**config.mk**
```make
export PLATFORM = sky130hd
export DESIGN_NAME = brb_ctrl
export DESIGN_NICKNAME = d
export VERILOG_FILES = /design/src/design/brb_pkg.sv /design/src/design/brb_ctrl.sv
export VERILOG_INCLUDE_DIRS = /design/src /design/src/design
export SDC_FILE = /design/constraint.sdc
export NUM_CORES = 1
export LEC_CHECK = 0
export BUFFER_PORTS_ARGS = -buffer_cell sky130_fd_sc_hd__buf_2
export CORE_ASPECT_RATIO = 1.75
export CORE_UTILIZATION = 50
export DETAILED_ROUTE_END_ITERATION = 7
export PLACE_DENSITY = 0.67
export SETUP_SLACK_MARGIN = 0.5
export SYNTH_ARGS = -nofsm -noshare
export SYNTH_HDL_FRONTEND = slang
export SYNTH_SLANG_ARGS = --single-unit
```
**constraint.sdc**
```tcl
create_clock -name clock -period 9.4 [get_ports clock]
set_input_delay 1.88 -clock clock [delete_from_list [all_inputs] [get_ports clock]]
set_output_delay 1.88 -clock clock [all_outputs]
set_load 0.005 [all_outputs]
```
**src/design/broadcast_ring_buffer_defines.svh**
```systemverilog
// Assertion helpers shared by the ring buffer RTL.
`ifndef BROADCAST_RING_BUFFER_DEFINES_SVH
`define BROADCAST_RING_BUFFER_DEFINES_SVH

`ifndef SYNTHESIS

// Same-cycle implication.
`define BRB_ASSERT_IMPL(label, clk, rst, ante, cons) \
   label: assert property (@(posedge clk) disable iff (rst) (ante) |-> (cons)) \
      else $error("ring buffer check failed");

// Next-cycle implication.
`define BRB_ASSERT_NEXT(label, clk, rst, ante, cons) \
   label: assert property (@(posedge clk) disable iff (rst) (ante) |=> (cons)) \
      else $error("ring buffer check failed");

`else

`define BRB_ASSERT_IMPL(label, clk, rst, ante, cons)

`define BRB_ASSERT_NEXT(label, clk, rst, ante, cons)

`endif

`endif

```
**src/design/brb_pkg.sv**
```systemverilog
`default_nettype none

package brb_pkg;

   localparam int COUNT_W = 64;
   localparam int TS_W    = 64;
   localparam int VAL_W   = 32;

   typedef enum logic {
      CMD_PRODUCE = 1'b0,
      CMD_CONSUME = 1'b1
   } command_type;

   typedef enum logic [1:0] {
      ST_WRITTEN = 2'd0,
      ST_READ    = 2'd1,
      ST_EMPTY   = 2'd2
   } status_type;

   typedef struct packed {
      command_type        command;
      logic               reader_id;
      logic [TS_W-1:0]    in_time;
      logic [VAL_W-1:0]   in_value;
   } req_type;

   typedef struct packed {
      status_type         status;
      logic               overrun;
      logic [TS_W-1:0]    out_time;
      logic [VAL_W-1:0]   out_value;
   } rsp_type;

   typedef struct packed {
      logic [TS_W-1:0]    sample_ts;
      logic [VAL_W-1:0]   sample_val;
   } sample_type;

   // Decision for one accepted item, handed from control to the datapath.
   typedef struct packed {
      logic               wr_en;
      logic               rd_en;
      status_type         status;
      logic               overrun;
   } issue_type;

endpackage

`default_nettype wire

```
**src/design/brb_ctrl.sv**
```systemverilog
`default_nettype none
`include "broadcast_ring_buffer_defines.svh"

module brb_ctrl #(
   parameter int DEPTH   = 1024,
   parameter int READERS = 2,
   parameter int AW      = $clog2(DEPTH)
) (
   input  wire                   clock,
   input  wire                   reset,
   input  wire                   req_accept,
   input  brb_pkg::req_type      req_data,
   output brb_pkg::issue_type    issue,
   output logic [AW-1:0]         mem_addr
);
   import brb_pkg::*;

   localparam int              RW         = (READERS > 1) ? $clog2(READERS) : 1;
   localparam logic            ONE_READER = (READERS == 1);
   localparam logic [AW-1:0]   LAST_SLOT  = AW'(DEPTH - 1);
   localparam logic [COUNT_W-1:0] LAG_MAX = COUNT_W'(DEPTH);
   localparam logic [COUNT_W-1:0] LAG_ONE = COUNT_W'(DEPTH - 1);

   logic [COUNT_W-1:0] wcount_ff, wcount_in;
   logic [AW-1:0]      wslot_ff, wslot_in;
   logic [COUNT_W-1:0] rcount_ff [READERS];
   logic [COUNT_W-1:0] rcount_in [READERS];
   logic [AW-1:0]      rslot_ff  [READERS];
   logic [AW-1:0]      rslot_in  [READERS];

   logic               rid_ok;
   logic [RW-1:0]      rid;
   logic [COUNT_W-1:0] rd_cnt;
   logic [AW-1:0]      rd_slot;
   logic               empty;
   logic               skip;
   logic [COUNT_W-1:0] next_cnt;
   logic [AW-1:0]      base_slot;

   function automatic logic [AW-1:0] slot_inc(input logic [AW-1:0] s);
      slot_inc = (s == LAST_SLOT) ? '0 : s + AW'(1);
   endfunction

   // Reader lookup and lag check; both candidate next counts are formed in parallel
   always_comb begin
      rid_ok    = !(ONE_READER && req_data.reader_id);
      rid       = rid_ok ? RW'(req_data.reader_id) : '0;
      rd_cnt    = rcount_ff[rid];
      rd_slot   = rslot_ff[rid];
      empty     = (rd_cnt >= wcount_ff);
      skip      = ((wcount_ff - rd_cnt) > LAG_MAX);
      next_cnt  = skip ? (wcount_ff - LAG_ONE) : (rd_cnt + COUNT_W'(1));
      base_slot = skip ? wslot_ff : rd_slot;
   end

   // Decide what the item does
   always_comb begin
      issue    = '{wr_en: 1'b0, rd_en: 1'b0, status: ST_EMPTY, overrun: 1'b0};
      mem_addr = wslot_ff;
      priority if (req_data.command == CMD_PRODUCE) begin
         issue.wr_en  = req_accept;
         issue.status = ST_WRITTEN;
      end else if (rid_ok && !empty) begin
         issue.rd_en   = req_accept;
         issue.status  = ST_READ;
         issue.overrun = skip;
         mem_addr      = base_slot;
      end else begin
         issue.status = ST_EMPTY;
      end
   end

   // Advance the counts
   always_comb begin
      wcount_in = wcount_ff;
      wslot_in  = wslot_ff;
      if (issue.wr_en) begin
         wcount_in = wcount_ff + COUNT_W'(1);
         wslot_in  = slot_inc(wslot_ff);
      end
      for (int i = 0; i < READERS; i++) begin
         rcount_in[i] = rcount_ff[i];
         rslot_in[i]  = rslot_ff[i];
         if (issue.rd_en && (RW'(i) == rid)) begin
            rcount_in[i] = next_cnt;
            rslot_in[i]  = slot_inc(base_slot);
         end
      end
   end

   always_ff @(posedge clock) begin
      if (reset) begin
         wcount_ff <= '0;
         wslot_ff  <= '0;
         for (int i = 0; i < READERS; i++) begin
            rcount_ff[i] <= '0;
            rslot_ff[i]  <= '0;
         end
      end else begin
         wcount_ff <= wcount_in;
         wslot_ff  <= wslot_in;
         for (int i = 0; i < READERS; i++) begin
            rcount_ff[i] <= rcount_in[i];
            rslot_ff[i]  <= rslot_in[i];
         end
      end
   end

   `BRB_ASSERT_IMPL(a_wslot_range, clock, reset, 1'b1, wslot_ff <= LAST_SLOT)
   `BRB_ASSERT_IMPL(a_single_access, clock, reset, 1'b1, !(issue.rd_en && issue.wr_en))
   `BRB_ASSERT_NEXT(a_produce_advance, clock, reset, issue.wr_en, wcount_ff == $past(wcount_ff) + 64'd1)

endmodule

`default_nettype wire

```
==> out/metrics.cfg <==
[timing]
clock_skew_ps = 8.85
setup_ws_ps = 718
setup_viol = 0
rsz0062_at_grt = false
worstMarginPinSlew_ps = 1030
hold_viol_final = 0
tns_ps = 0
drv_slew = 0
min_period_ps = 8680
hold_slack_ps = 509
clock.fmax_mhz = 115
post-route-period-util_pct = 92.4
maxSlewHeadroom_pct = 31.1

[min_path]
hold_path_startpoint = wcount_ff[0]
min_path_cells = 2
hold_class = flip-flop to flip-flop
min_to = wcount_ff[0]

[critical_path]
arrival_ps = 6800
slowest_stage = or4_1
rr_startpoint = rcount_ff[1][17]
r2r_setup_slack_ps = 3110
critPathLaunchType = input port
endpoint_kind = output port
required_ps = 7520
crit_type = input port to output port
ff2ff_path_depth = 20
crit_chain = buf_6 > buf_12 > mux2i_2 > ha_1 > a21oi_1 > o21ai_1 > buf_4 > a221oi_1 > o31ai_1 > or4_1 > a211oi_1 > nand4_1 > and4bb_2 > nand2_4 > mux2_4 > mux2_2 > buf_2
slowest_delay_ps = 550
timing.rr.end = rslot_ff[1][5]
crit_fanout = 27

[logic_synthesis]
syn-cell-area_sq_um = 17600
syn_inst = 2036
synth_seq_area_share_pct = 33.7
synth_edf_count = 148
syn_nets = 2205
synth.avg_cell_area_sq_um = 8.64
ys.flop_type = edfxtp_1
async_reset_ff_share_pct = 0
ys_types = 99
yosysWarnings = 0
synth_seq_cells = 222

[floorplanning]
dieWidth_um = 144
initial_utilization_pct = 50.9
rows = 90
core_area_sq_um = 34600
die-area_sq_um = 36000
ios = 116
die-height_um = 250

[clock_network]
cts_root_buf = clkbuf_16
cts_made_buffers = 22
numClockSinks = 222
htreeDepth = 1
insertion_delay_ps = 540
cts_buffer_depth = 3
cts_tree = yes
clkTransAtPathRegs_ps = 60

[routing]
initialDrtViolationCount = 841
viasPerCell = 6.11
route.vias.total = 15101
wl_per_cell_um = 20.6
firstDrtPassIters = 5
drtAntennaViolNets = 0
route.detailed.drc = 0
routed_wl_um = 50900

[placement]
preCtsSetupSlack_ps = 593
port_buffers = 19
gp_congestion = 0.985
placed_area_sq_um = 18000
dp_hpwl_um = 39200

[global_route]
grt_overflow = 0
gr-max-usage-layer = met2
grt_use_total_pct = 28.8
use_met1_pct = 30.8
grt_pass1_wl_um = 80400
antenna_found_initial = 0
grt_max_degree = 85
grt_use_met3_pct = 2.31
grt_use_met2_pct = 54.3
grt_pass1_vias = 15042

[finish]
final_cell_mix = nor2_1, nand2_1, edfxtp_1, xnor2_1, a21oi_1
fillers = 3194
area_growth_pct = 6.84
final_cell_area_sq_um = 18800
layout.nets = 2163
final_common_cell = nor2_1
diodes = 0
drive_gt1_share_pct = 9.30

[run_status]
status = finished, final reports clean

[power_and_ir_drop]
p_per_area_nw_per_um2 = 118
p_total_uw = 2210
ir_worst_vdd_mv = 0.178
p_leak_uw = 0.00708

[run]
cap_viol_max_count = 0

what timing repair did:
action,CTS,global route
hold buffers,0,0
resized for setup,0,11
setup endpoints to repair,0,11
setup buffers,0,0
cells in the mapped netlist, types with 5 or more instances:
master / number / area, sq um
o2111ai_1: 6 / 52.6
o31ai_1: 7 / 52.6
and3_1: 15 / 93.8
nor4_1: 21 / 131
o221ai_1: 8 / 70.1
clkbuf_1: 65 / 244
a311oi_1: 12 / 105
o21bai_1: 7 / 52.6
nand2b_1: 19 / 119
nor2_1: 254 / 953
buf_2: 48 / 240
o21ai_0: 67 / 335
o21ai_1: 9 / 45.0
or4_1: 9 / 67.6
nor3b_1: 6 / 45.0
mux2_2: 16 / 180
edfxtp_1: 148 / 4440
nand2_1: 195 / 732
nand3_1: 62 / 310
xor2_1: 94 / 823
o21a_1: 17 / 128
a211o_1: 8 / 70.1
inv_1: 33 / 124
a21oi_2: 9 / 78.8
or3_1: 36 / 225
a211oi_1: 66 / 495
ha_1: 68 / 851
nor2b_1: 19 / 119
mux2i_1: 82 / 821
and2_1: 16 / 100
nand3b_1: 11 / 82.6
and4_1: 12 / 105
nand4_1: 56 / 350
a21o_1: 20 / 150
a21oi_1: 115 / 576
o211ai_1: 13 / 97.6
a31oi_1: 11 / 68.8
buf_1: 5 / 18.8
nor3_1: 61 / 305
dfxtp_1: 74 / 1480
xnor2_1: 121 / 1060
worst max-delay path, delay by kind of cell:
kind                     cells  cell delay [ps]
AND/OR/NAND/NOR              4             1240
AO/OA/AOI/OAI                5             1460
multiplexers                 3              930
buffers and inverters        4              820
adder cells (fa/ha/maj)      1              450
power by group:
part	switching, uW	total [uW]	internal [uW]	leakage, uW
Sequential	8.65	1070	1060	0.00213
Clock	397	896	499	0.000353
Combinational	164	245	80.8	0.00460
sequential cells by signal, summed over array words and instances, names as in the netlist:
name / count
rslot_ff: 20
wcount_ff: 64
rcount_ff: 128
wslot_ff: 10
stage by stage:
stage | utilization (%) | std cells
after floorplan | - | 2036
after global placement | 52.2 | 2430
after detailed placement | 52.2 | 2430
after CTS | 54.3 | 2470
after global routing | 54.4 | 2470
final | 54.4 | 2470
area by class of cell:
type,count,area (sq um),area share (%)
multi-input combinational,1657,11000,58.8
sequential,222,5930,31.5
clock buffer,28,624,3.32
tap,460,576,3.06
timing repair buffer,58,407,2.16
inverter,33,124,0.659
clock inverter,12,95.1,0.506
cells by family after synthesis:
group | count (synthesis) | share of synthesized area, %
buffers and inverters | 157 | 3.86
DFF | 222 | 33.7
muxes | 100 | 5.85
xor gates and xnor gates | 215 | 10.7
AOI/OAI and AO/OA | 435 | 16.9
adders and majority gates | 68 | 4.84
and+or+nand+nor | 839 | 24.2
routing by layer:
layer	vias to the layer above	part of all wire, %
li1	7404	-
met1	7159	37
met2	402	53
met3	136	3.4
met4	0	5.8
met5	-	0
worst max-delay path by stage:
stage                  from          end  cells after the start
2_1_floorplan  req_data[96]  mem_addr[0]                     23
3_3_place_gp   req_data[96]  mem_addr[0]                     17
4_1_cts        req_data[96]  mem_addr[0]                     17
3_5_place_dp   req_data[96]  mem_addr[0]                     17
6_report       req_data[96]  mem_addr[0]                     17
5_1_grt        req_data[96]     issue[0]                     18
No activity file was read; power rests on OpenSTA's default activity.
